$ cat src/hdl/swe_pkg.sv
// Shared types, constants and helpers of the stack word executor.
`default_nettype none

package swe_pkg;

    // Default sizes of the stores.
    localparam int STACK_DEPTH_DEF   = 32;
    localparam int TABLE_ENTRIES_DEF = 16;
    localparam int MEM_BYTES_DEF     = 4096;

    // Field widths fixed by the interface.
    localparam int WORD_W      = 48;
    localparam int SYL_W       = 12;
    localparam int SYL_VAL_W   = 10;
    localparam int NUM_SYL     = 4;
    localparam int IDX_W       = 4;
    localparam int BASE_W      = 12;
    localparam int LIMIT_W     = 16;
    localparam int BYTE_W      = 8;
    localparam int ADDR_W      = 16;
    localparam int DATA_W      = 32;
    localparam int DEPTH_OUT_W = 6;
    localparam int STATUS_W    = 3;
    localparam int TSIZE_W     = 5;
    localparam int TSIZE_RESET = 16;

    // Entries that the four-bit entry index can reach.
    localparam int IDX_REACH = 16;

    // Depth of the queue between front and back.
    localparam int QUEUE_DEPTH = 2;

    // Stream widths.
    localparam int S_TDATA_W = 104;
    localparam int M_TDATA_W = 48;
    localparam int S_TUSER_W = 2;

    // Item kinds.
    typedef enum logic [1:0] {
        ACT_DESC_WR = 2'd0,
        ACT_MEM_WR  = 2'd1,
        ACT_EXEC    = 2'd2,
        ACT_CLEAR   = 2'd3
    } t_action;

    // Result status codes.
    typedef enum logic [STATUS_W-1:0] {
        ST_OK        = 3'd0,
        ST_EMPTY     = 3'd1,
        ST_OVERFLOW  = 3'd2,
        ST_BADDESC   = 3'd3,
        ST_READFAULT = 3'd4,
        ST_UNDERFLOW = 3'd5
    } t_status;

    // Syllable types.
    localparam logic [1:0] SYL_LOAD  = 2'd0;
    localparam logic [1:0] SYL_DESC  = 2'd1;
    localparam logic [1:0] SYL_LIT   = 2'd2;
    localparam logic [1:0] SYL_ARITH = 2'd3;

    // Arithmetic syllable values.
    localparam logic [SYL_VAL_W-1:0] OP_ADD = 10'd0;
    localparam logic [SYL_VAL_W-1:0] OP_SUB = 10'd1;

    // Classified item as it travels from front to back.
    typedef struct packed {
        t_action             action;
        logic [WORD_W-1:0]   word;
        logic [IDX_W-1:0]    entry_index;
        logic [ADDR_W-1:0]   seg_base;
        logic                limit_nz;
        logic                present;
        logic [ADDR_W-1:0]   mem_addr;
        logic [BYTE_W-1:0]   mem_byte;
    } t_cmd;

    // Reduces a 12-bit address modulo the memory size. For a modulus of at least
    // 256 the quotient is below 16, so four compare-subtract steps suffice.
    function automatic logic [ADDR_W-1:0] wrap_addr(
        input logic [BASE_W-1:0] addr,
        input logic [16:0]       modulus
    );
        logic [19:0] rem;
        logic [19:0] step;
        rem = {8'd0, addr};
        for (int k = 3; k >= 0; k--) begin
            step = {3'd0, modulus} << k;
            if (rem >= step) begin
                rem = rem - step;
            end
        end
        return rem[ADDR_W-1:0];
    endfunction

endpackage

`default_nettype wire

$ cat src/hdl/swe_front.sv
// Front part: accepts stream transfers, classifies them and wraps addresses.
`default_nettype none

module swe_front #(
    parameter int MEM_BYTES = swe_pkg::MEM_BYTES_DEF
) (
    input  wire logic                          i_clk,
    input  wire logic                          i_rst_n,
    input  wire logic                          s_axis_tvalid,
    output logic                               s_axis_tready,
    input  wire logic [swe_pkg::S_TDATA_W-1:0] s_axis_tdata,
    input  wire logic [swe_pkg::S_TUSER_W-1:0] s_axis_tuser,
    output logic                               o_cmd_valid,
    input  wire logic                          i_cmd_ready,
    output swe_pkg::t_cmd                      o_cmd
);

    logic          r_valid;
    swe_pkg::t_cmd r_cmd;
    swe_pkg::t_cmd n_cmd;

    // Field extraction and address wrapping.
    always_comb begin
        n_cmd.action      = swe_pkg::t_action'(s_axis_tuser);
        n_cmd.word        = s_axis_tdata[47:0];
        n_cmd.entry_index = s_axis_tdata[51:48];
        n_cmd.seg_base    = swe_pkg::wrap_addr(s_axis_tdata[63:52], 17'(MEM_BYTES));
        n_cmd.limit_nz    = (s_axis_tdata[79:64] != 16'd0);
        n_cmd.present     = s_axis_tdata[80];
        n_cmd.mem_addr    = swe_pkg::wrap_addr(s_axis_tdata[92:81], 17'(MEM_BYTES));
        n_cmd.mem_byte    = s_axis_tdata[100:93];
    end

    assign s_axis_tready = !r_valid || i_cmd_ready;
    assign o_cmd_valid   = r_valid;
    assign o_cmd         = r_cmd;

    // Holding register toward the queue.
    always_ff @(posedge i_clk) begin
        if (!i_rst_n) begin
            r_valid <= 1'b0;
        end else if (s_axis_tready) begin
            r_valid <= s_axis_tvalid;
        end
    end

    always_ff @(posedge i_clk) begin
        if (s_axis_tvalid && s_axis_tready) begin
            r_cmd <= n_cmd;
        end
    end

endmodule

`default_nettype wire

$ cat config.mk
export PLATFORM = sky130hd
export DESIGN_NAME = swe_front
export DESIGN_NICKNAME = d
export VERILOG_FILES = /design/src/hdl/swe_pkg.sv /design/src/hdl/swe_front.sv
export SDC_FILE = /design/constraint.sdc
export NUM_CORES = 1
export LEC_CHECK = 0
export BUFFER_PORTS_ARGS = -buffer_cell sky130_fd_sc_hd__buf_2
export CAP_MARGIN = 20
export CORE_MARGIN = 4
export CORE_UTILIZATION = 39
export DETAILED_ROUTE_END_ITERATION = 6
export HOLD_SLACK_MARGIN = 0.03
export MAX_ROUTING_LAYER = met4
export PLACE_DENSITY_LB_ADDON = 0.3
export SYNTH_ARGS = -nofsm -noshare
export SYNTH_HDL_FRONTEND = slang
export SYNTH_SLANG_ARGS = --single-unit
$ cat constraint.sdc
create_clock -name i_clk -period 4 [get_ports i_clk]
set_input_delay 0.4 -clock i_clk [delete_from_list [all_inputs] [get_ports i_clk]]
set_output_delay 0.4 -clock i_clk [all_outputs]
set_load 0.01 [all_outputs]
; Word-level counts from Yosys, hierarchy flattened
; Index checks and enable logic that the tools add are counted.
[classes]
reduce_logical = 4
[op_table]
columns = op, count
row1 = nonzero test 16 bit, 1
row2 = logical AND 1 bit, 1
row3 = zero test 1 bit, 1
row4 = logical OR 1 bit, 1
[totals]
reg_bits = 89
in_bits = 110
output_inout_bits = 98

; Logic depth before layout (Yosys ltp)
[depth]
ltp_word = 3
mapped_depth = 2

; Worst setup path before layout
; No wires, ideal clock.
[synth_timing]
path_kind = input to register
start = input i_cmd_ready
end = register r_cmd (netlist bit o_cmd[0]) (enable)
t_arrival_ps = 2583
required_time_ps = 3544
path_slack_ps = 961
path_stages = 2
n_path_buf = 0
cell_sequence = nand2b_4 > and2_1
[synth_via]
elab_chain_cells = 2
[synth_rtl]
columns = item, line
row1 = from (decl), swe_front.sv:14  ; input wire logic i_cmd_ready,
row2 = logical OR 1 bit, swe_front.sv:34  ; assign s_axis_tready = !r_valid || i_cmd_ready;
row3 = logical AND 1 bit, swe_front.sv:48  ; if (s_axis_tvalid && s_axis_tready) begin
row4 = to (signal assigned), swe_front.sv:49  ; r_cmd <= n_cmd;
row5 = to (decl), swe_front.sv:19  ; swe_pkg::t_cmd r_cmd;
; No other way between the ends.
; A chain may end at the register's enable or synchronous reset.

; Worst setup path in the final report
[layout_timing]
start = register r_valid (netlist: o_cmd_valid)
end = register r_cmd (netlist bit o_cmd[88]) (enable)
[layout_via]
elab_chain_cells = 3
[layout_rtl]
columns = item, line
row1 = from (decl), swe_front.sv:18  ; logic r_valid;
row2 = from (signal assigned), swe_front.sv:43  ; r_valid <= s_axis_tvalid;
row3 = zero test 1 bit, swe_front.sv:34
row4 = logical OR 1 bit, swe_front.sv:34
row5 = logical AND 1 bit, swe_front.sv:48
; No other way between the ends.

==> results.md <==
Global routing:
- The wire length of the first global-routing pass is 8850 um.
- The initial antenna violation count was 0.
- For this run the aggregate overflow at the end of global routing stands at 0.
- The number of global-route vias before repair is 1717.
- Global routing consumed, over all layers together, 14.7% of the routing resources.
- Entering global routing, the biggest net connects 89 pins.

Drt:
- The pre-antenna-repair detailed-routing pass consisted of 4 iterations.
- The final route contains 1755 vias.
- After detailed routing, the number of vias per cell comes to 4.23.
- Once detail routing completed, the nets flagged for antenna violations numbered 0.
- The total DRC errors in the routed layout is 0.
- The average wire per standard cell is 15.3 um.
- Wires add up to 6370 um.
- The number of DRC markers after the initial detailed-route iteration is 56.

Worst setup path:
- The worst reg2reg path startpoint is o_cmd_valid.
- The required time of the critical path is ~4000 ps.
- Setup slack on the worst reg-to-reg path comes out at around 2600 ps.
- The sort of element at the end of the critical path is a flop.
- The worst register-to-register path ends at o_cmd[88].
- The kind of critical path is reg -> reg.
- The logic depth of the worst register-to-register path is 3.
- The critical-path maximum fanout is 70.
- The worst setup path is launched from a flop.
- The arrival time at the worst endpoint is 1430 ps.

CTS:
- The TritonCTS buffer count is 9.
- Post-CTS repair changed the size of 0 cells.
- The post-CTS setup repair buffer count is 0.
- Clock latency on the worst-skew pair, taken at its later pin, is 340 ps.
- The CTS clock-pin slew for the worst setup and hold paths is about 90 ps.
- The TritonCTS clock tree is yes.
- The TritonCTS sink count is 89.
- The clock passes through at most 2 buffers.
- The total number of H-tree levels is 3.
- The cell at the root of the clock tree is sky130_fd_sc_hd__clkbuf_8.
- The number of buffers inserted by hold repair at cts is 0.

Finish:
- 0 antenna diodes ended up in the layout.
- The post-synthesis to final-layout area growth is 46.5%.
- The count of nets after finishing is 424.
- In the final layout, flip-flops and latches occupy 2660 um^2.
- The multi-input combinational cells in the finished layout cover a total of 91.3 um^2.
- The filler cell count in the final layout is between 500 and 600.
- Cells with a size suffix above 1 make up approximately 67% of the layout.

Floorplanning:
- The initial utilization of the core area, before any placement, comes to 40.6%.
- The floorplan step set the die height to 92.6 um.
- Row generation in the floorplan step produced 30 rows.
- The die footprint is 8570 um^2.
- The core region is 6870 um^2.
- The count of pins on the block boundary is 208.
- Measured along the x axis, the die boundary spans 92.6 um.

Job:
- The total of max-cap violations is 0.

Place:
- The congestion estimate from routability-driven global placement came to 0.724.
- The final HPWL from detailed placement is 4890 um.
- The count of buffers added on input and output ports is just under 200.

Timing:
- The achievable frequency is roughly 700 MHz.
- The final hold violation count was 0.
- For the finished layout, the period the worst path requires is 1420 ps.
- The total setup violations reported at the end of the flow is 0.
- Setup repair after global routing left no endpoint under its margin.
- For the final database, setup skew stands at 9.90 ps.
- The total count of max-transition violations in the final report came to 0.
- The share of the clock period used by the worst path after layout is a little over a third.
- Summed over all failing endpoints, the final setup total negative slack is 0 ps.
- On the final layout, the worst hold slack is approximately 220 ps.

Power:
- For this design the static power due to leakage is 0.00179 uW.
- The worst vdd rail ir drop is approximately 0.22 mV.
- Power spread over the standard cell area amounts to 457 nW/um^2.

Outcome:
- The run finished with clean final reports.

Synth:
- Summing the areas of all compound-gate instances in the mapped netlist gives 0.269% of the synthesized area.
- The post-synthesis sequential area ratio is a little over nine tenths.
- The post-synthesis share of cell area spent on full adders, half adders and majority gates is 0%.
- The Yosys warning count is 0.
- After synthesis, the netlist uses 10 different library cells.
- After synthesis, the largest family of logic cells by area is buffers and inverters.
- The share of synthesized area spent on multiplexers is 0%.
- The cell area that synthesis handed to floorplanning was between 2000 and 3000 um^2.
- The cell count after synthesis is 107.
- The flop and latch count out of synthesis is 89.
- The per-instance average area after synthesis is 26.1 um^2.
- The xor/xnor cell area share of the yosys netlist is 0%.
- Summing the areas of all and, or, nand and nor instances in the mapped netlist gives 1.84% of the synthesized area.

Worst hold path:
- The worst min-delay path class is in -> reg.
- The beginning of the worst hold path is s_axis_tdata[88].
- The path with the worst hold slack has its endpoint at o_cmd[15].
- Along the worst hold path, the cell count comes to 1.
==> logic make-up (layout without fill, tap and decap cells) <==
logic type / Yosys count / in the layout
AOI/OAI and AO/OA: 1 / 1
buffers and inverters: 9 / 214
DFF: 89 / 89
other: 1 / 8
and+or+nand+nor: 7 / 7
==> state kept, by name, indices dropped and copies added, names as in the netlist <==
signal       cells
o_cmd           88
o_cmd_valid      1
==> power by group <==
| part | leakage (uW) | total, uW | internal, uW | switching, uW |
|---|---|---|---|---|
| logic | 0.000830 | 163 | 74.8 | 88.0 |
| clock network | 0.0000983 | 606 | 294 | 312 |
| registers | 0.000858 | 1100 | 1090 | 11.5 |
| total | 0.00179 | 1870 | 1460 | 411 |
==> cells in the mapped netlist (all sizes together) <==
master,instances,area [um^2]
and2,1,6.26
nand4,1,6.26
dfxtp,1,20.0
conb,1,3.75
nor4,4,25.0
buf,8,60.1
edfxtp,88,2640
a21boi,1,7.51
inv,1,3.75
nand2b,1,13.8
==> cell type report <==
cell class | count | area share [%]
inverter | 1 | 0.0919
clock buffer | 9 | 3.03
multi-input combinational | 16 | 2.24
clock inverter | 7 | 1.87
tap | 96 | 2.94
timing repair buffer | 197 | 24.7
sequential | 89 | 65.2
==> per-stage QoR <==
stage          setup slack, ps  std cells  util [%]  power (uW)  instance area, um^2
3_3_place_gp              2120        398      56.2        1280                 3860
2_1_floorplan              961        114         -        1180                 2820
3_5_place_dp              2100        398      56.2        1280                 3860
5_1_grt                   2510        415      59.5        1960                 4090
4_1_cts                   2290        414      59.1        1890                 4060
6_report                  2580        415      59.5        1870                 4090
==> metal layers <==
metal  GRT usage (%)  part of all wire, %  up-vias
met1            15.7                   34      811
met5               -                    0        -
li1                -                    -      825
met4            5.94                  1.1        0
met2            25.0                   53      114
met3            5.04                   11        5
==> cell usage in the layout, fill, tap and decap left out <==
cell type and instances:
sky130_fd_sc_hd__edfxtp_1 88, sky130_fd_sc_hd__buf_2 196, sky130_fd_sc_hd__buf_16 1, sky130_fd_sc_hd__nand4_1 1
sky130_fd_sc_hd__inv_6 3, sky130_fd_sc_hd__clkinv_1 1, sky130_fd_sc_hd__clkinv_4 1, sky130_fd_sc_hd__nand2b_4 1
sky130_fd_sc_hd__clkbuf_8 9, sky130_fd_sc_hd__clkinvlp_4 1, sky130_fd_sc_hd__inv_1 1, sky130_fd_sc_hd__dfxtp_1 1
sky130_fd_sc_hd__bufinv_16 1, sky130_fd_sc_hd__conb_1 8, sky130_fd_sc_hd__and2_4 1, sky130_fd_sc_hd__nor4_1 4
sky130_fd_sc_hd__a21boi_0 1
==> worst max-delay path: stages (launching register included) <==
cell and delay [ps]:
sky130_fd_sc_hd__dfxtp_1 340, sky130_fd_sc_hd__nand2b_4 70, sky130_fd_sc_hd__and2_4 310, sky130_fd_sc_hd__buf_16 340
==> worst max path at each step <==
| stage | cells after the start | endpoint | slack [ps] | startpoint |
|---|---|---|---|---|
| floorplan | 2 | o_cmd[0] | 960 | i_cmd_ready |
| global placement | 3 | o_cmd[59] | 2120 | i_cmd_ready |
| detailed placement | 3 | o_cmd[36] | 2100 | i_cmd_ready |
| CTS | 2 | o_cmd[67] | 2290 | o_cmd_valid |
| global route | 3 | o_cmd[9] | 2510 | o_cmd_valid |
| finish | 3 | o_cmd[88] | 2580 | o_cmd_valid |
(Power assumes the default switching activity.)
