$ cat src/hdl/swe_pkg.sv
// Shared types, constants and helpers of the stack word executor.
`default_nettype none

package swe_pkg;

    // Default sizes of the stores.
    localparam int STACK_DEPTH_DEF   = 32;
    localparam int TABLE_ENTRIES_DEF = 16;
    localparam int MEM_BYTES_DEF     = 4096;

    // Field widths fixed by the interface.
    localparam int WORD_W      = 48;
    localparam int SYL_W       = 12;
    localparam int SYL_VAL_W   = 10;
    localparam int NUM_SYL     = 4;
    localparam int IDX_W       = 4;
    localparam int BASE_W      = 12;
    localparam int LIMIT_W     = 16;
    localparam int BYTE_W      = 8;
    localparam int ADDR_W      = 16;
    localparam int DATA_W      = 32;
    localparam int DEPTH_OUT_W = 6;
    localparam int STATUS_W    = 3;
    localparam int TSIZE_W     = 5;
    localparam int TSIZE_RESET = 16;

    // Entries that the four-bit entry index can reach.
    localparam int IDX_REACH = 16;

    // Depth of the queue between front and back.
    localparam int QUEUE_DEPTH = 2;

    // Stream widths.
    localparam int S_TDATA_W = 104;
    localparam int M_TDATA_W = 48;
    localparam int S_TUSER_W = 2;

    // Item kinds.
    typedef enum logic [1:0] {
        ACT_DESC_WR = 2'd0,
        ACT_MEM_WR  = 2'd1,
        ACT_EXEC    = 2'd2,
        ACT_CLEAR   = 2'd3
    } t_action;

    // Result status codes.
    typedef enum logic [STATUS_W-1:0] {
        ST_OK        = 3'd0,
        ST_EMPTY     = 3'd1,
        ST_OVERFLOW  = 3'd2,
        ST_BADDESC   = 3'd3,
        ST_READFAULT = 3'd4,
        ST_UNDERFLOW = 3'd5
    } t_status;

    // Syllable types.
    localparam logic [1:0] SYL_LOAD  = 2'd0;
    localparam logic [1:0] SYL_DESC  = 2'd1;
    localparam logic [1:0] SYL_LIT   = 2'd2;
    localparam logic [1:0] SYL_ARITH = 2'd3;

    // Arithmetic syllable values.
    localparam logic [SYL_VAL_W-1:0] OP_ADD = 10'd0;
    localparam logic [SYL_VAL_W-1:0] OP_SUB = 10'd1;

    // Classified item as it travels from front to back.
    typedef struct packed {
        t_action             action;
        logic [WORD_W-1:0]   word;
        logic [IDX_W-1:0]    entry_index;
        logic [ADDR_W-1:0]   seg_base;
        logic                limit_nz;
        logic                present;
        logic [ADDR_W-1:0]   mem_addr;
        logic [BYTE_W-1:0]   mem_byte;
    } t_cmd;

    // Reduces a 12-bit address modulo the memory size. For a modulus of at least
    // 256 the quotient is below 16, so four compare-subtract steps suffice.
    function automatic logic [ADDR_W-1:0] wrap_addr(
        input logic [BASE_W-1:0] addr,
        input logic [16:0]       modulus
    );
        logic [19:0] rem;
        logic [19:0] step;
        rem = {8'd0, addr};
        for (int k = 3; k >= 0; k--) begin
            step = {3'd0, modulus} << k;
            if (rem >= step) begin
                rem = rem - step;
            end
        end
        return rem[ADDR_W-1:0];
    endfunction

endpackage

`default_nettype wire

$ cat src/hdl/swe_queue.sv
// Short queue of classified items between the front and back parts.
`default_nettype none

module swe_queue (
    input  wire logic          i_clk,
    input  wire logic          i_rst_n,
    input  wire logic          i_in_valid,
    output logic               o_in_ready,
    input  wire swe_pkg::t_cmd i_in_cmd,
    output logic               o_out_valid,
    input  wire logic          i_out_ready,
    output swe_pkg::t_cmd      o_out_cmd
);

    localparam int PTR_W = (swe_pkg::QUEUE_DEPTH > 1) ? $clog2(swe_pkg::QUEUE_DEPTH) : 1;
    localparam int CNT_W = $clog2(swe_pkg::QUEUE_DEPTH + 1);

    swe_pkg::t_cmd    r_slot [swe_pkg::QUEUE_DEPTH];
    logic [PTR_W-1:0] r_wr_ptr;
    logic [PTR_W-1:0] r_rd_ptr;
    logic [CNT_W-1:0] r_count;
    logic             push;
    logic             pop;

    assign o_in_ready  = (r_count != CNT_W'(swe_pkg::QUEUE_DEPTH));
    assign o_out_valid = (r_count != '0);
    assign o_out_cmd   = r_slot[r_rd_ptr];
    assign push        = i_in_valid && o_in_ready;
    assign pop         = o_out_valid && i_out_ready;

    // Pointers and fill count.
    always_ff @(posedge i_clk) begin
        if (!i_rst_n) begin
            r_wr_ptr <= '0;
            r_rd_ptr <= '0;
            r_count  <= '0;
        end else begin
            if (push) begin
                r_wr_ptr <= (r_wr_ptr == PTR_W'(swe_pkg::QUEUE_DEPTH - 1)) ? '0 : r_wr_ptr + 1'b1;
            end
            if (pop) begin
                r_rd_ptr <= (r_rd_ptr == PTR_W'(swe_pkg::QUEUE_DEPTH - 1)) ? '0 : r_rd_ptr + 1'b1;
            end
            if (push && !pop) begin
                r_count <= r_count + 1'b1;
            end else if (pop && !push) begin
                r_count <= r_count - 1'b1;
            end
        end
    end

    // Slot storage.
    always_ff @(posedge i_clk) begin
        if (push) begin
            r_slot[r_wr_ptr] <= i_in_cmd;
        end
    end

endmodule

`default_nettype wire

$ cat config.mk
export PLATFORM = sky130hd
export DESIGN_NAME = swe_queue
export DESIGN_NICKNAME = d
export VERILOG_FILES = /design/src/hdl/swe_pkg.sv /design/src/hdl/swe_queue.sv
export SDC_FILE = /design/constraint.sdc
export NUM_CORES = 1
export LEC_CHECK = 0
export BUFFER_PORTS_ARGS = -buffer_cell sky130_fd_sc_hd__buf_2
export CAP_MARGIN = 40
export CORE_AREA = 2 2 144 146
export CTS_CLUSTER_SIZE = 30
export DETAILED_ROUTE_END_ITERATION = 7
export DIE_AREA = 0 0 146 148
export PLACE_DENSITY_LB_ADDON = 0.15
export SLEW_MARGIN = 10
export SYNTH_ARGS = -nofsm -noshare
export SYNTH_HDL_FRONTEND = slang
export SYNTH_SLANG_ARGS = --single-unit
$ cat constraint.sdc
create_clock -name i_clk -period 3.59 [get_ports i_clk]
set_input_delay 0.1795 -clock i_clk [delete_from_list [all_inputs] [get_ports i_clk]]
set_output_delay 0.1795 -clock i_clk [all_outputs]
set_load 0.01 [all_outputs]
# Word level (Yosys, flattened, before mapping)
# Memory sizes are Yosys's and may differ from the RTL's. A register that Yosys moved wholly into a read port is not among the register bits.
# Index checks and enable logic that the tools add are counted.
[word_totals] output_inout_bits=98 register_bits=4 inputBits=100 mem_count=1 ramBits=192
[op_classes] n_addsub=4 eq_ne=1 muxes=8 n_reduce_logical=8
[mem_list] memory="r_slot" depth=2 width=96 read_ports=1 rd_ports_with_merged_regs=1 write_ports=1 line="swe_queue.sv:18" text="swe_pkg::t_cmd r_slot [swe_pkg::QUEUE_DEPTH];"
[op_table] operator="1-bit 2-to-1 mux" count=6
[op_table] operator="1-bit logical AND" count=4
[op_table] operator="2-bit 2-to-1 mux" count=2
[op_table] operator="2-bit nonzero test" count=2
[op_table] operator="1-bit adder, second input constant" count=2
[op_table] operator="2-bit by 1-bit adder with 2-bit output, second input constant" count=1
[op_table] operator="1-bit zero test" count=2
[op_table] operator="2-bit inequality test, second input constant" count=1
[op_table] operator="2-bit by 1-bit subtractor with 2-bit output, second input constant" count=1

# Depth between registers and ports, before layout
# Gate-level depths: netlist of run 1.
[logic_depth] depth_word=6 depth_mapped=6 ltp_nobuf=6

# Least setup slack after synthesis of run 1
# OpenSTA, ideal clock, no wires.
[synth_timing] path_type="reg-to-reg" startpoint="reg r_count[0]" endpoint="mem r_slot[1][0] (netlist name), enable pin" arrival_time_ps=2847 setup_time_ps=466 required_ps=3124 setup_slack_ps=277 synth_period_minus_slack_ps=3313 path_stages_with_launch=3 path_cell_list="dfxtp_1 -> nand2b_4 -> and3_1"
[synth_between] elab_chain_len=4
[synth_rtl] item="start, declared" line="swe_queue.sv:21" text="logic [CNT_W-1:0] r_count;"
[synth_rtl] item="start signal, assigned" line="swe_queue.sv:45" text="r_count <= r_count + 1'b1;"
[synth_rtl] item="start signal, assigned" line="swe_queue.sv:47" text="r_count <= r_count - 1'b1;"
[synth_rtl] item="2-bit inequality test" line="swe_queue.sv:25" text="assign o_in_ready = (r_count != CNT_W'(swe_pkg::QUEUE_DEPTH));"
[synth_rtl] item="via o_in_ready" line="swe_queue.sv:8" text="output logic o_in_ready,"
[synth_rtl] item="1-bit logical AND" line="swe_queue.sv:28" text="assign push = i_in_valid && o_in_ready;"
[synth_rtl] item="1-bit 2-to-1 mux" line="swe_queue.sv:54" text="if (push) begin"
[synth_rtl] item="1-bit 2-to-1 mux (implied by the code)" line="swe_queue.sv:55" text="r_slot[r_wr_ptr] <= i_in_cmd;"
[synth_rtl] item="end, declared" line="swe_queue.sv:18"
# The timed path passes the listed nets, and every way through them passes these cells.

==> results of run 1 <==
registers in the layout, indices dropped and copies added, names as in the netlist, named ones only:
register,count
r_count,2
r_slot,192
r_rd_ptr,1
r_wr_ptr,1
layout by cell type (no fill, tap or decap), types with 2 or more instances in the layout:
cell / Yosys / final
clkbuf_1: 0 / 2
buf_2: 5 / 197
clkinvlp_4: 0 / 3
xnor2_1: 2 / 2
mux2_2: 56 / 56
bufinv_16: 0 / 2
mux2_4: 40 / 40
dfxtp_1: 5 / 4
edfxtp_1: 192 / 192
and2_1: 4 / 4
dlygate4sd3_1: 0 / 97
buf_12: 0 / 3
inv_6: 0 / 4
clkbuf_16: 0 / 17
where the power goes:
group          internal (W)  switching, W  total [W]
logic              0.000860      0.000760    0.00162
clock network       0.00106      0.000831    0.00189
registers           0.00287      0.000158    0.00303
cell families (layout without fill, tap and decap cells):
family,count (synthesis),in the layout
flops,197,197
xor+xnor,3,3
mux,96,96
simple gates,9,9
other cells,0,1
compound gates,5,5
fa+ha+maj,1,1
buf+inv,12,331
through the flow:
step	cell area (sq um)	hold slack, ns	utilization
global route	10200	0.105	0.509
detailed placement	8640	0.371	0.431
floorplan	7330	0.278	-
CTS	10200	0.0877	0.509
finish	10200	0.105	0.509
global placement	8640	0.366	0.431
per-layer routing:
metal | vias up | wire (um)
li1 | 1895 | -
met1 | 1961 | 6330
met2 | 143 | 7000
met3 | 10 | 1120
met4 | 0 | 128
met5 | - | 0
timing repair:
action,CTS,global route
setup endpoints to repair,0,0
hold buffers,97,0
hold endpoints to repair,194,0
final timing paths:
kind                    to  slack [ns]        from
max          o_out_cmd[91]        1.19    register
min               r_wr_ptr        0.11  i_in_valid
max reg2reg  r_slot[0][32]        1.54  r_count[0]
min reg2reg     r_count[1]        0.56  r_count[1]
layout make-up:
class                           instances  share of cell area
Sequential cell                       197               0.575
Timing Repair Buffer                  298               0.198
Multi-Input combinational cell        114               0.135
Clock buffer                           20              0.0438
Tap cell                              270              0.0331
Clock inverter                         12              0.0140
Inverter                                1            0.000613
Antenna cell                            1            0.000245
critical path: stages, from the launching register on:
cell	delay, ns
dfxtp_4	0.84
buf_4	0.42
mux2_2	0.38
buf_2	0.14
==> impl_metrics.csv, run 1 <==
group,metric,value,unit
status,outcome,"complete, no violations",
pwr,leakagePower,3.88,nW
worst_setup_path,crit_required,3.41,ns
timing,setup_violations,0,
grt,met3_usage,0.0528,
hold_path,hold_path_depth,3,
worst_setup_path,cp_max_fo,45,
final_layout,num-fill-cells,1746,
worst_setup_path,cp-start-kind,"register",
floorplanning,rows,52,
place,dpl.hpwl,9.15,mm
cts,cts.sinks,197,
synthesis,yosys.area.top_type,"edfxtp_1",
synthesis,yosys-top-cells-count,"edfxtp_1, mux2_2, mux2_4, buf_6",
drt,ant_nets,0,
grt,overflow,0,
synthesis,synth-edff-count,192,
synthesis,syn_area,7330,sq um
synthesis,synth.most_common_cell,"edfxtp_1",
pwr,power,0.00654,W
worst_setup_path,arrival,2.22,ns
synthesis,synth_adder_area_share,0.00171,
synthesis,async_reset_ff_frac,0,
pwr,power_density,641,nW/um^2
final_layout,area_delta_synth_final,39.2,%
drt,dr_total_vias,4009,
timing,worst_pin_slew,0.792,ns
hold_path,hp-class,"input pin to register",
cts,cts_setup_buffers,0,
cts,cts_tree,"built",
drt,drt-total-wl,14.6,mm
synthesis,synth_area_per_cell,22.7,sq um
final_layout,fin_cells,913,
timing,drv_slew,0,
synthesis,netlist_instances,323,
cts,cts-resized-gates,0,
timing,period_share,0.668,
grt,grt-busiest-layer,"met2",
cts,cts.clk_slew.worst_paths,0.08,ns
timing,slew_headroom,0.472,
timing,finalHoldViolCount,0,
run,drv_cap,0,
timing,rsz0062_at_grt,"false",
floorplanning,core_area,20000,sq um
drt,vias_per_cell,4.39,
place,dp.cells,783,
floorplanning,die-area,21600,sq um
timing,worst_slack,1.19,ns
synthesis,ys_seq_area_frac,0.800,
cts,root_buffer,"clkbuf_16",
floorplanning,ioPinCount,198,
synthesis,synth_nets,424,
timing,period_minus_slack,2.40,ns
timing,fmax,417,MHz
synthesis,synth-xor-area-share,0.00358,
grt,antenna_found_initial,1,
drt,drt_first_pass_iters,4,
place,gp_congestion,0.711,
synthesis,ys_ff_latch,197,
grt,grt_pass1_wl,22.6,mm
pwr,peakVddDrop,0.439,mV
final_layout,layout.nets,730,
timing,fin_tns_setup,0,ns
place,portBuffers,197,
cts,clk_latency,0.42,ns
synthesis,synth.area.top_cells,"edfxtp_1, mux2_2, mux2_4",
floorplanning,start_util,0.366,
grt,grt_max_degree,53,
synthesis,synth_top_family_by_area,"multiplexers",
worst_setup_path,endpoint_kind,"primary output",
synthesis,ys.flop_type,"edfxtp_1",
synthesis,synth_compound_area_frac,0.00478,
grt,use_met2,0.230,
grt,grt_pass1_vias,4429,
timing,skew,0.0136,ns
floorplanning,fp.dieW,146,um
cts,clk_path_buf_depth,2,
drt,wire_per_inst,16.0,um
floorplanning,fp.dieH,148,um
final_layout,regArea,5870,sq um
worst_setup_path,rr_worst_depth,4,
synthesis,ys_warn_count,0,
cts,cts_buffers,17,
drt,dr.first_iter.drc_count,121,
grt,grt.total_usage,0.136,
grt,grtUsageMet1,0.164,
synthesis,synthMuxAreaShare,0.168,
synthesis,ys_types,21,
cts,ctsHtreeMaxLevel,4,
drt,drc_errors,0,
final_layout,multi_input_area,1380,sq um
place,place_ws,1.53,ns
synthesis,synth-simple-area-share,0.00887,
worst_setup_path,critPathKind,"register to primary output",
synthesis,synth_top_area_share,0.786,
final_layout,drive_above_1_share,0.519,
Power figures use the tool's default switching activity.
==> run 2: changes to the inputs <==
==> constraint.sdc (replaced) <==
create_clock -name i_clk -period 2 [get_ports i_clk]
set_input_delay 0.1 -clock i_clk [delete_from_list [all_inputs] [get_ports i_clk]]
set_output_delay 0.1 -clock i_clk [all_outputs]
set_load 0.01 [all_outputs]
==> run 2 against run 1 <==
Die area did not move. Sequential power rose by 75%. Total power rose by 77%. Sequential share of layout area fell by 0.079 points. Cell area rose by 0.16%. Critical path depth did not move. Global-route usage fell by 0.36 points. Largest power group unchanged. Combinational power rose by 91%. Clock-buffer cell count did not move. First-iteration DRC count rose by 47%.
==> impl_metrics.csv, run 2 (synthesis results as in run 1) <==
group,metric,value,unit
worst_setup_path,slowest_stage,"mux2_2",
cts,root_buffer,"clkbuf_16",
timing,rsz0062_at_grt,"false",
timing,fin_tns_setup,0,ns
final_layout,area_delta_synth_final,39.4,%
final_layout,largest_register,"r_slot",
place,dpl.hpwl,8.64,mm
final_layout,fin_cells,915,
final_layout,drive_above_1_share,0.517,
final_layout,largest_reg_flops,192,
grt,overflow,0,
cts,clk_path_buf_depth,2,
worst_setup_path,rr_worst_depth,5,
timing,fmax,566,MHz
status,outcome,"complete, no violations",
place,placed_area,8700,sq um
drt,wire_per_inst,15.6,um
pwr,peakVddDrop,0.579,mV
worst_setup_path,max_stage_delay,0.39,ns
cts,clk_latency,0.42,ns
drt,drt_first_pass_iters,4,
floorplanning,core_area,20000,sq um
timing,setup_violations,0,
drt,vias_per_cell,4.33,
cts,ctsHtreeMaxLevel,4,
cts,cts.sinks,197,
worst_setup_path,cp.depth,3,
cts,cts_buffers,17,
timing,period_minus_slack,1.77,ns
worst_setup_path,crit_chain,"buf_12, mux2_2, buf_2",
final_layout,layout.nets,733,
final_layout,reg.largest.list,"r_slot x192, r_count x2",
worst_setup_path,critPathKind,"register to primary output",
drt,dr_total_vias,3961,
worst_setup_path,r2r_end,"r_count[1]",
final_layout,final_area,10200,sq um
worst_setup_path,cp_top_family,"buffers and inverters",
worst_setup_path,cp-start-kind,"register",
timing,period_share,0.884,
timing,hold_ws,0.138,ns
worst_setup_path,worst-r2r-setup-slack,0.43,ns
timing,drv_slew,0,
grt,grt.total_usage,0.133,
grt,antenna_found_initial,1,
place,portBuffers,197,
drt,dr.first_iter.drc_count,178,
final_layout,final_cell_mix,"buf_2, edfxtp_1, dlygate4sd3_1",
drt,drc_errors,0,
cts,cts_setup_buffers,0,
final_layout,fin_util,0.510,
worst_setup_path,crit_end,"o_out_cmd[81]",
drt,drt-total-wl,14.2,mm
timing,worst_pin_slew,0.367,ns
floorplanning,rows,52,
floorplanning,die-area,21600,sq um
timing,slew_headroom,0.756,
cts,cts_tree,"built",
worst_setup_path,endpoint_kind,"primary output",
floorplanning,ioPinCount,198,
floorplanning,fp.dieH,148,um
place,gp_congestion,0.692,
hold_path,hp-class,"input pin to register",
pwr,power_density,1130,nW/um^2
timing,skew,0.0176,ns
hold_path,hold_path_depth,4,
place,dp.cells,785,
worst_setup_path,rr_startpoint,"r_count[0]",
drt,ant_nets,0,
pwr,leakagePower,3.87,nW
grt,grt_pass1_vias,4461,
final_layout,final_common_cell,"buf_2",
floorplanning,fp.dieW,146,um
worst_setup_path,cp_max_fo,47,
run,drv_cap,0,
cts,cts.clk_slew.worst_paths,0.07,ns
floorplanning,start_util,0.366,
worst_setup_path,crit_required,1.90,ns
worst_setup_path,arrival,1.67,ns
timing,finalHoldViolCount,0,
grt,grt_max_degree,61,
grt,grt_pass1_wl,22.1,mm
worst_setup_path,critPathBufInv,2,
final_layout,num-fill-cells,1701,
## run 2: changes by cell type in the layout (fill, tap and decap cells not counted), sizes merged
cell / delta
inv: -3
clkinvlp: +2
clkinv: +1
buf: +2
dlygate4sd3: +1
bufinv: -1
## run 2: worst min path at each step
stage | startpoint | to | slack, ns
global route | i_out_ready | register | 0.18
floorplan | i_in_cmd[0] | r_slot[0][0] | 0.20
finish | i_out_ready | register | 0.14
CTS | i_out_ready | register | 0.13
detailed placement | i_in_cmd[50] | r_slot[0][50] | 0.29
global placement | i_in_cmd[10] | r_slot[1][10] | 0.29
## run 2: layout make-up
class	instances	area (sq um)	area share
sequential	197	5870	0.574
clock buffer	20	437	0.0427
antenna	1	2.50	0.000245
clock inverter	11	104	0.0102
inverter	1	7.51	0.000734
multi-input combinational	114	1380	0.135
tap	270	338	0.0331
timing repair buffer	301	2090	0.204
## run 2: per-stage QoR
| step | total power (W) | setup slack (ns) |
|---|---|---|
| after floorplan | 0.00732 | -0.438 |
| after global placement | 0.00834 | 0.470 |
| after detailed placement | 0.00840 | 0.432 |
| after CTS | 0.0118 | 0.193 |
| after global routing | 0.0121 | 0.164 |
| final | 0.0116 | 0.233 |
## run 2: per-layer routing
metal	part of all wire	global-route usage
met1	0.42	0.152
met2	0.50	0.233
met3	0.069	0.0451
met4	0.010	0.0451
met5	0	0
## run 2: timing repair
action                    CTS  global route
hold endpoints to repair  197             0
resized for setup           0             0
hold buffers               98             0
## run 2: power breakdown
| part | leakage [nW] | internal, W | switching [W] | total [W] |
|---|---|---|---|---|
| Sequential | 1.84 | 0.00515 | 0.000136 | 0.00529 |
| Combinational | 1.78 | 0.00159 | 0.00150 | 0.00309 |
| Clock | 0.251 | 0.00172 | 0.00146 | 0.00317 |
## run 2: tightest hold or removal path, delay by kind of cell
| family | cells | cell delay [ns] |
|---|---|---|
| AOI/OAI and AO/OA | 1 | 0.09 |
| xor gates and xnor gates | 1 | 0.15 |
| buffers and inverters | 1 | 0.08 |
| and+or+nand+nor | 1 | 0.12 |
==> run 3: changes to the inputs <==
--- a/config.mk
+++ b/config.mk
@@ -6,7 +6,7 @@
 export NUM_CORES = 1
 export LEC_CHECK = 0
 export BUFFER_PORTS_ARGS = -buffer_cell sky130_fd_sc_hd__buf_2
-export CAP_MARGIN = 40
+export CAP_MARGIN = 20
 export CORE_AREA = 2 2 144 146
 export CTS_CLUSTER_SIZE = 30
 export DETAILED_ROUTE_END_ITERATION = 7
==> constraint.sdc (replaced) <==
create_clock -name i_clk -period 2.1 [get_ports i_clk]
set_input_delay 0.105 -clock i_clk [delete_from_list [all_inputs] [get_ports i_clk]]
set_output_delay 0.105 -clock i_clk [all_outputs]
set_load 0.01 [all_outputs]
==> run 3 against run 2 <==
Worst setup slack better by 0.074 ns. Via count is 0.20% higher. Total power is 2.6% lower. Combinational power is 5% lower. Clock power is 3% higher. First-iteration DRC count is 6.7% higher. Non-clock buffer count stayed put. Critical path depth stayed put. Critical endpoint is now o_out_cmd[75]. Highest routed layer is now met5. Die area stayed put.
==> impl_metrics.csv, run 3 (synthesis results as in run 1) <==
group,metric,value,unit
place,gp_congestion,0.675,
floorplanning,core_area,20000,sq um
final_layout,largest_register,"r_slot",
grt,grt.total_usage,0.134,
drt,wire_per_inst,15.6,um
timing,hold_ws,0.0332,ns
worst_setup_path,endpoint_kind,"primary output",
floorplanning,start_util,0.366,
grt,grt_max_degree,68,
worst_setup_path,slowest_stage,"mux2_2",
cts,cts_buffers,17,
status,outcome,"complete, no violations",
floorplanning,fp.dieH,148,um
drt,drc_errors,0,
place,placed_area,8700,sq um
timing,period_share,0.854,
timing,setup_violations,0,
cts,cts.clk_slew.worst_paths,0.07,ns
final_layout,layout.nets,733,
drt,drt-met1-wl,6.18,mm
floorplanning,rows,52,
timing,worst_pin_slew,0.403,ns
final_layout,final_common_cell,"buf_2",
cts,cts.sinks,197,
floorplanning,fp.dieW,146,um
cts,cts_tree,"built",
final_layout,multi_input_area,1380,sq um
place,dp.cells,786,
grt,overflow,0,
timing,drv_slew,0,
worst_setup_path,critPathKind,"register to primary output",
worst_setup_path,cp_max_fo,53,
timing,skew,0.00581,ns
final_layout,drive_above_1_share,0.524,
drt,drt_first_pass_iters,4,
drt,route.met2.wl,6.83,mm
place,dpl.hpwl,8.89,mm
cts,root_buffer,"clkbuf_16",
place,portBuffers,197,
cts,clk_latency,0.42,ns
final_layout,largest_reg_flops,192,
worst_setup_path,max_stage_delay,0.38,ns
final_layout,final_cell_mix,"buf_2, edfxtp_1, dlygate4sd3_1",
final_layout,area_delta_synth_final,40.2,%
worst_setup_path,arrival,1.69,ns
final_layout,regArea,5870,sq um
worst_setup_path,crit_required,2.00,ns
final_layout,final_area,10300,sq um
drt,ant_nets,0,
run,drv_cap,0,
timing,fmax,558,MHz
timing,finalHoldViolCount,0,
grt,antenna_found_initial,2,
pwr,peakVddDrop,0.564,mV
final_layout,num-fill-cells,1740,
grt,grt_pass1_vias,4335,
cts,clk_path_buf_depth,2,
pwr,leakagePower,3.89,nW
timing,rsz0062_at_grt,"false",
drt,wl_met3,1.17,mm
floorplanning,ioPinCount,198,
final_layout,reg.largest.list,"r_slot x192, r_count x2",
cts,ctsHtreeMaxLevel,4,
drt,dr.first_iter.drc_count,190,
timing,slew_headroom,0.731,
pwr,power_density,1100,nW/um^2
worst_setup_path,cp-start-kind,"register",
hold_path,hp-class,"input pin to register",
worst_setup_path,crit_chain,"buf_12, mux2_2, buf_2",
grt,grt_pass1_wl,22.3,mm
drt,vias_per_cell,4.33,
cts,cts-resized-gates,0,
timing,period_minus_slack,1.79,ns
floorplanning,die-area,21600,sq um
drt,top_layer_used,"met5",
drt,drt-total-wl,14.3,mm
final_layout,fin_cells,916,
drt,dr_total_vias,3969,
run 3: worst max-delay path: cells and delay by family, from the launching register on:
kind	cells	cell delay (ns)
flip-flops	1	0.37
buffers and inverters	2	0.49
multiplexers	1	0.38
run 3: metrics by stage:
stage / utilization / TNS, ns / worst slack [ns] / power (W)
2_1_floorplan: - / -40.09 / -0.338 / 0.00697
5_1_grt: 0.513 / 0 / 0.235 / 0.0118
4_1_cts: 0.513 / 0 / 0.264 / 0.0114
6_report: 0.513 / 0 / 0.306 / 0.0113
3_5_place_dp: 0.434 / 0 / 0.539 / 0.00800
3_3_place_gp: 0.434 / 0 / 0.557 / 0.00796
run 3: path summary, 6_finish.rpt:
check / from / slack, ns / cells after the start / to
worst max register to register: r_count[1] / 0.54 / 5 / r_count[1]
worst min register to register: r_count[1] / 0.57 / 2 / r_count[1]
worst max-delay path: register / 0.31 / 3 / o_out_cmd[75]
worst min-delay path: i_in_valid / 0.03 / 3 / r_wr_ptr
run 3: layout make-up:
type                       instances  area share
clock buffer                      17      0.0414
inverter                           1    0.000731
sequential                       197       0.571
clock inverter                    15      0.0168
antenna                            1    0.000244
tap                              270      0.0329
multi-input combinational        114       0.134
timing repair buffer             301       0.203
run 3: power breakdown:
part           internal (W)  switching, W
Sequential          0.00491      0.000133
Clock               0.00179       0.00147
Combinational       0.00151       0.00144
Total               0.00821       0.00304
run 3: timing repair:
action	in CTS	in global routing
hold buffers	97	0
hold endpoints to repair	197	0
setup buffers	0	0
run 3: layer usage:
layer / vias up / track usage
met5: - / 0
met4: 2 / 0.0466
met3: 12 / 0.0503
met2: 145 / 0.221
met1: 1910 / 0.162
li1: 1900 / -
